**src/design/trln_pkg.sv**
```systemverilog
// Shared types and constants for the terrain lit-length block.
// Used by trln_ctrl, trln_dp and terrain_lit_length_top; depends on nothing.
`default_nettype none
package trln_pkg;

    localparam int FRAC_BITS = 12;
    localparam int COORD_W   = 32;
    localparam int DIFF_W    = COORD_W + 1;          // coordinate difference
    localparam int MUL_W     = DIFF_W + 1;           // multiplier operand
    localparam int PROD_W    = 2 * MUL_W;            // multiplier result
    localparam int CROSS_W   = 2 * DIFF_W + 1;       // cross product
    localparam int NUM_W     = CROSS_W + FRAC_BITS;  // dividend and quotient
    localparam int SQ_W      = 2 * DIFF_W;           // sum of squares
    localparam int ROOT_W    = DIFF_W;               // square root
    localparam int SUM_W     = 48;
    localparam int SAT_BIT   = 70;                   // quotient limit 2^70
    localparam int CHUNK_W   = 24;                   // slice of the ratio per product
    localparam int ACC_W     = ROOT_W + 3 * CHUNK_W;
    localparam int DIV_STEPS = NUM_W;
    localparam int SQRT_STEPS = ROOT_W;
    localparam int MUL_STEPS = 6;
    localparam int LMUL_STEPS = 3;
    localparam int CNT_W     = 7;

    localparam logic [SUM_W-1:0] SUM_MAX = {SUM_W{1'b1}};

    typedef enum logic [3:0] {
        ST_IDLE,
        ST_PREP,
        ST_MUL,
        ST_SUB,
        ST_CHECK,
        ST_ITER,
        ST_LMUL,
        ST_ACC,
        ST_FIN
    } state_t;

    typedef struct packed {
        logic             latch;
        logic             prep;
        logic             mul;
        logic             lmul;
        logic [2:0]       step;
        logic             sub;
        logic             div_init;
        logic             iter;
        logic             sqrt_en;
        logic             acc;
        logic             fin;
        logic             load_out;
    } cmd_t;

    typedef struct packed {
        logic first;
        logic last;
        logic skip;      // first vertex, not above horizon, zero dx or zero d2x
        logic check_ok;
    } sts_t;

endpackage
`default_nettype wire

```
**src/design/trln_ctrl.sv**
```systemverilog
// Controller state machine for the terrain lit-length block.
// Depends on trln_pkg; drives trln_dp through cmd_t and reads sts_t.
`default_nettype none
module trln_ctrl (
    input  wire logic            aclk,
    input  wire logic            aresetn,
    input  wire logic            s_valid,
    output logic                 s_ready,
    output logic                 m_valid,
    input  wire logic            m_ready,
    input  wire trln_pkg::sts_t  sts,
    output trln_pkg::cmd_t       cmd
);
    import trln_pkg::*;

    state_t            state_reg, state_next;
    logic [CNT_W-1:0]  cnt_reg, cnt_next;
    logic              m_valid_reg, m_valid_next;
    logic              out_busy;

    assign out_busy = m_valid_reg && !m_ready;
    assign m_valid  = m_valid_reg;

    always_ff @(posedge aclk) begin
        if (!aresetn) begin
            state_reg   <= ST_IDLE;
            cnt_reg     <= '0;
            m_valid_reg <= 1'b0;
        end else begin
            state_reg   <= state_next;
            cnt_reg     <= cnt_next;
            m_valid_reg <= m_valid_next;
        end
    end

    always_comb begin
        state_next = state_reg;
        unique case (state_reg)
            ST_IDLE:  if (s_valid) state_next = ST_PREP;
            ST_PREP:  state_next = sts.skip ? ST_FIN : ST_MUL;
            ST_MUL:   if (cnt_reg == CNT_W'(MUL_STEPS)) state_next = ST_SUB;
            ST_SUB:   state_next = ST_CHECK;
            ST_CHECK: state_next = sts.check_ok ? ST_ITER : ST_FIN;
            ST_ITER:  if (cnt_reg == CNT_W'(DIV_STEPS - 1)) state_next = ST_LMUL;
            ST_LMUL:  if (cnt_reg == CNT_W'(LMUL_STEPS)) state_next = ST_ACC;
            ST_ACC:   state_next = ST_FIN;
            ST_FIN:   if (!(sts.last && out_busy)) state_next = ST_IDLE;
            default:  state_next = ST_IDLE;
        endcase
    end

    always_comb begin
        cnt_next = (state_next == state_reg) ? cnt_reg + CNT_W'(1) : '0;
    end

    always_comb begin
        cmd          = '0;
        cmd.step     = cnt_reg[2:0];
        s_ready      = 1'b0;
        m_valid_next = m_valid_reg && !m_ready;
        unique case (state_reg)
            ST_IDLE: begin
                s_ready   = 1'b1;
                cmd.latch = s_valid;
            end
            ST_PREP:  cmd.prep = 1'b1;
            ST_MUL:   cmd.mul = 1'b1;
            ST_SUB:   cmd.sub = 1'b1;
            ST_CHECK: cmd.div_init = 1'b1;
            ST_ITER: begin
                cmd.iter    = 1'b1;
                cmd.sqrt_en = cnt_reg < CNT_W'(SQRT_STEPS);
            end
            ST_LMUL:  cmd.lmul = 1'b1;
            ST_ACC:   cmd.acc = 1'b1;
            ST_FIN: begin
                if (!(sts.last && out_busy)) begin
                    cmd.fin      = 1'b1;
                    cmd.load_out = sts.last;
                    if (sts.last) m_valid_next = 1'b1;
                end
            end
            default: ;
        endcase
    end

endmodule
`default_nettype wire

```
**config.mk**
```make
export PLATFORM = sky130hd
export DESIGN_NAME = trln_ctrl
export DESIGN_NICKNAME = d
export VERILOG_FILES = /design/src/design/trln_pkg.sv /design/src/design/trln_ctrl.sv
export SDC_FILE = /design/constraint.sdc
export NUM_CORES = 1
export LEC_CHECK = 0
export CAP_MARGIN = 5
export CORE_UTILIZATION = 52
export CTS_CLUSTER_SIZE = 40
export DETAILED_ROUTE_END_ITERATION = 12
export DONT_BUFFER_PORTS = 1
export PLACE_DENSITY = 0.77
export SYNTH_ARGS = -nofsm -noshare
export SYNTH_HDL_FRONTEND = slang
export SYNTH_SLANG_ARGS = --single-unit
```
**constraint.sdc**
```tcl
create_clock -name aclk -period 1.9 [get_ports aclk]
set_input_delay 0.285 -clock aclk [delete_from_list [all_inputs] [get_ports aclk]]
set_output_delay 0.285 -clock aclk [all_outputs]
set_load 0.03 [all_outputs]
```
Word-level counts from Yosys, hierarchy flattened. Cells that the tools add are included.

Input port bits: 8. Bits in registers: 12. Logic and storage cells: 44. Output and inout bits: 16.

Equality and inequality tests: 12. Add/sub/neg operators: 1. Magnitude comparators: 1. Multiplexer cells: 22. Reduce and logical (&&, ||, !) cells: 5.

Operators with widths (number): 4-bit one-hot mux with 9 select lines (1); 4-bit two-way mux (7); 4-bit by 3-bit equality test with 1-bit output, second input constant (4); 1-bit two-way mux (11); 4-bit by 2-bit equality test with 1-bit output, second input constant (2); 7-bit by 1-bit adder with 7-bit output, second input constant (1); 7-bit by 2-bit equality test with 1-bit output, second input constant (1); 7-bit by 3-bit equality test with 1-bit output, second input constant (1); 7-bit equality test, second input constant (1); 7-bit by 6-bit < comparator with 1-bit output, second input constant (1); 2-bit two-way mux (3); 4-bit by 1-bit equality test with 1-bit output, second input constant (1); 4-bit equality test (1); 4-bit equality test, second input constant (1); 4-bit logical NOT (1); 1-bit logical AND (2); 2-bit AND reduction (1); 1-bit logical NOT (1).

Longest topological paths before layout.
Word-level depth: 7. Gate-level depth with buffers: 7. Depth with buffers taken out: 7.

Worst setup path after synthesis. No wires, ideal clock.

Kind: register to output. From: reg cnt_reg[2]. To: out cmd[3] (netlist bit). Arrival: 2.309 ns. Setup slack: -0.694 ns. Stages on the path, launching flop included: 5. Cells stage by stage: dfxtp_1 clkbuf_1 nor3_1 nand2_1 a2111oi_0.

RTL lines: from (decl) (line trln_ctrl.sv:17) `logic [CNT_W-1:0] cnt_reg, cnt_next;`; from (signal assigned) (line trln_ctrl.sv:31) `cnt_reg <= cnt_next;`; to (decl) (line trln_ctrl.sv:12) `output trln_pkg::cmd_t cmd`.

==> results.rst <==
.. list-table::
   :header-rows: 1

   * - Metric
     - Value
   * - Setup crit start kind
     - register
   * - Worst setup path category
     - reg2out
   * - Pre-CTS setup slack
     - 0.0320 ns
   * - Vertical die dimension
     - 42.9 um
   * - # port buffers
     - 0
   * - Most common library cell in the layout ignoring fill and taps
     - sky130_fd_sc_hd__buf_4
   * - Peak ir drop on the vdd network
     - 424 uV
   * - Clock period minus final worst setup slack
     - 1.84 ns
   * - Net count of the finished layout
     - 146
   * - Maxcap violations
     - 0
   * - Warnings from Yosys
     - 0
   * - Number of enable flip-flop cells after synthesis
     - 0
   * - Clock Tree Buf Depth
     - 2
   * - TritonCTS clock tree
     - built
   * - Transition time at the pin with the least slew margin
     - 0.379 ns
   * - Share of synthesized area occupied by flip-flops and latches
     - 27.6%
   * - Number of vias per cell after detailed routing
     - 6.34
   * - Worst EP required
     - 1.62 ns
   * - Global routing usage summed across all routing layers
     - 29.8%
   * - Antenna violations before repair
     - 0
   * - Wire length of the first global-routing pass
     - 4080 um
   * - Reg2reg setup slack
     - 0.09 ns
   * - Synthesized Nets
     - 126
   * - Overflow after GRT
     - 0
   * - Post-detailed-route count of antenna-violating nets
     - 0
   * - Root buffer cell
     - sky130_fd_sc_hd__clkbuf_4
   * - Total die area
     - 1840 um2
   * - Async set or reset register ratio after synthesis
     - 0%
   * - Fill cells
     - 126
   * - Clock-pin transition on the worst setup and hold timing paths
     - 0.08 ns
   * - Total negative setup slack
     - 0 ns
   * - Leakage power total
     - 0.455 nW
   * - Area growth syn-to-layout
     - 26.6%
   * - Endpoint arrival time on the critical path
     - 1.55 ns
   * - Max reg flops
     - 7
   * - Post-layout util
     - 71.5%
   * - Flip-flop and latch count after synthesis
     - 12
   * - Most frequent cells in the layout
     - sky130_fd_sc_hd__buf_4 (24), sky130_fd_sc_hd__nor2_1 (15), sky130_fd_sc_hd__nand3_1 (13)
   * - Setup clock skew after layout
     - 0.00297 ns
   * - Endpoint of the lowest-slack register-to-register path
     - cnt_reg[6]$_SDFF_PN0_
   * - Post-detailed-placement cell area
     - 1030 um2
   * - Depth of the most critical reg-to-reg path
     - 5
   * - Highest net fanout along the worst path
     - 10
   * - Insertion delay of the later-clocked pin in the worst-skew pair
     - 0.28 ns
   * - Worst Hold End
     - state_reg[1]$_SDFF_PN0_
   * - Post-detailed-placement half-perimeter wirelength
     - 1670 um
   * - N_diodes
     - 0
   * - Worst Hold Path Cells
     - 2
   * - Type of the most critical hold path
     - in2reg
   * - Horiz. Die Dim
     - 42.9 um
   * - Synthesized instance count
     - 116
   * - Router iterations before antenna repair
     - 4
   * - Synth unique cells
     - 36
   * - Core Area
     - 1540 um2
   * - Unrepaired setup endpoints after global routing
     - no
   * - Routability Congestion
     - 0.813
   * - Worst reg2reg startpoint
     - state_reg[0]$_SDFF_PN0_
   * - H-tree levels
     - 1
   * - Post-route clock period utilization
     - 96.6%
   * - Netlist Area Pre-Place
     - 871 um2
   * - Max Clock Freq
     - 0.545 GHz
   * - Mean cell area of the mapped netlist
     - 7.51 um2
   * - Most frequently used flop master after synthesis
     - sky130_fd_sc_hd__dfxtp_1
   * - # clock sinks
     - 12
   * - Final Setup Violations
     - 0
   * - Cell area after layout
     - 1100 um2
   * - Total power
     - 623 uW
   * - Routed length per instance
     - 16.3 um
   * - Number of I/O pins
     - 24
   * - Site Rows
     - 14
   * - Number of buffers added by the clock tree synthesis step
     - 3
   * - Run status
     - completed
   * - Residual DRC count
     - 0
   * - Layout cell share with drive strength beyond 1
     - 33.3%
   * - Critical path endpoint category
     - primary output
   * - Iteration-0 DRC count of the detailed router
     - 15
   * - Max-slew violation count
     - 0
   * - Initial core utilization
     - 56.5%
   * - Worst slew margin relative to its limit
     - 74.6%
   * - Minimum setup slack in the final design
     - 0.0643 ns
   * - Worst min-delay path startpoint
     - aresetn
   * - Final Hold Viols
     - 0
   * - Maximum number of pins on one net before global-route repair
     - 11
   * - Power Density
     - 565 nW/um2
   * - Vias in the first global route
     - 987
   * - Post-Route WL
     - 2460 um
   * - Total vias in the final route
     - 957
[layer usage]
layer  share of wire [%]  track usage (%)
met2                  50             49.4
met4                 3.1             21.3
met5                   0                0
met1                  37             30.8
met3                 9.2             10.2
[stage by stage]
| step | cells | hold slack (ns) |
|---|---|---|
| after floorplan | 116 | 0.408 |
| after global placement | 146 | 0.417 |
| after detailed placement | 146 | 0.431 |
| after CTS | 151 | 0.131 |
| after global routing | 151 | 0.123 |
| final | 151 | 0.121 |
[layout make-up]
type	count	area, um2	area share, %
Inverter	5	18.8	1.70
Clock buffer	4	36.3	3.29
Sequential cell	12	250	22.7
Timing Repair Buffer	24	180	16.3
Multi-Input combinational cell	90	597	54.1
Tap cell	16	20.0	1.82
[how the worst max path moves through the flow]
stage / start / end / cells after the start
final: state_reg[0]$_SDFF_PN0_ / cmd[3] / 4
after global routing: state_reg[0]$_SDFF_PN0_ / cmd[3] / 4
after detailed placement: state_reg[2]$_SDFF_PN0_ / cnt_reg[6]$_SDFF_PN0_ / 5
after floorplan: state_reg[3]$_SDFF_PN0_ / cnt_reg[0]$_SDFF_PN0_ / 6
after CTS: state_reg[2]$_SDFF_PN0_ / cmd[3] / 4
after global placement: state_reg[2]$_SDFF_PN0_ / cnt_reg[6]$_SDFF_PN0_ / 5
[power by group]
part / total, mW / switching [mW] / internal (mW)
Clock: 0.208 / 0.0911 / 0.117
Combinational: 0.141 / 0.0886 / 0.0523
Sequential: 0.274 / 0.0142 / 0.260
[repair_timing]
action,in CTS,in global routing
pin swaps,1,2
resized for setup,3,8
buffers inserted,1,0
hold buffers,0,0
gates cloned,0,0
endpoints found under the setup margin,3,11
[cells in the mapped netlist (3+ instances only)]
cell	instances	area, um2
sky130_fd_sc_hd__inv_1	4	15.0
sky130_fd_sc_hd__buf_4	3	22.5
sky130_fd_sc_hd__nor3_1	6	30.0
sky130_fd_sc_hd__dfxtp_1	12	240
sky130_fd_sc_hd__buf_2	3	15.0
sky130_fd_sc_hd__nor2_1	15	56.3
sky130_fd_sc_hd__a31oi_1	4	25.0
sky130_fd_sc_hd__nand2_1	10	37.5
sky130_fd_sc_hd__nand3_1	13	65.1
sky130_fd_sc_hd__xor2_1	4	35.0
sky130_fd_sc_hd__a21oi_1	10	50.1
[worst max-delay path, cell delays in order (launching register included)]
cell and delay (ns):
sky130_fd_sc_hd__dfxtp_4 0.42, sky130_fd_sc_hd__buf_4 0.15, sky130_fd_sc_hd__nand2b_1 0.11, sky130_fd_sc_hd__a2111oi_2 0.37, sky130_fd_sc_hd__buf_4 0.22
[cells by family after synthesis]
logic type               Yosys count  share of synthesized area (%)
AO/OA/AOI/OAI                     23                           17.4
flip-flops                        12                           27.6
AND/OR/NAND/NOR                   60                           38.5
XOR/XNOR                           5                           5.03
buffers and inverters             14                           8.62
adder cells (fa/ha/maj)            2                           2.87
(Power assumes the default switching activity.)
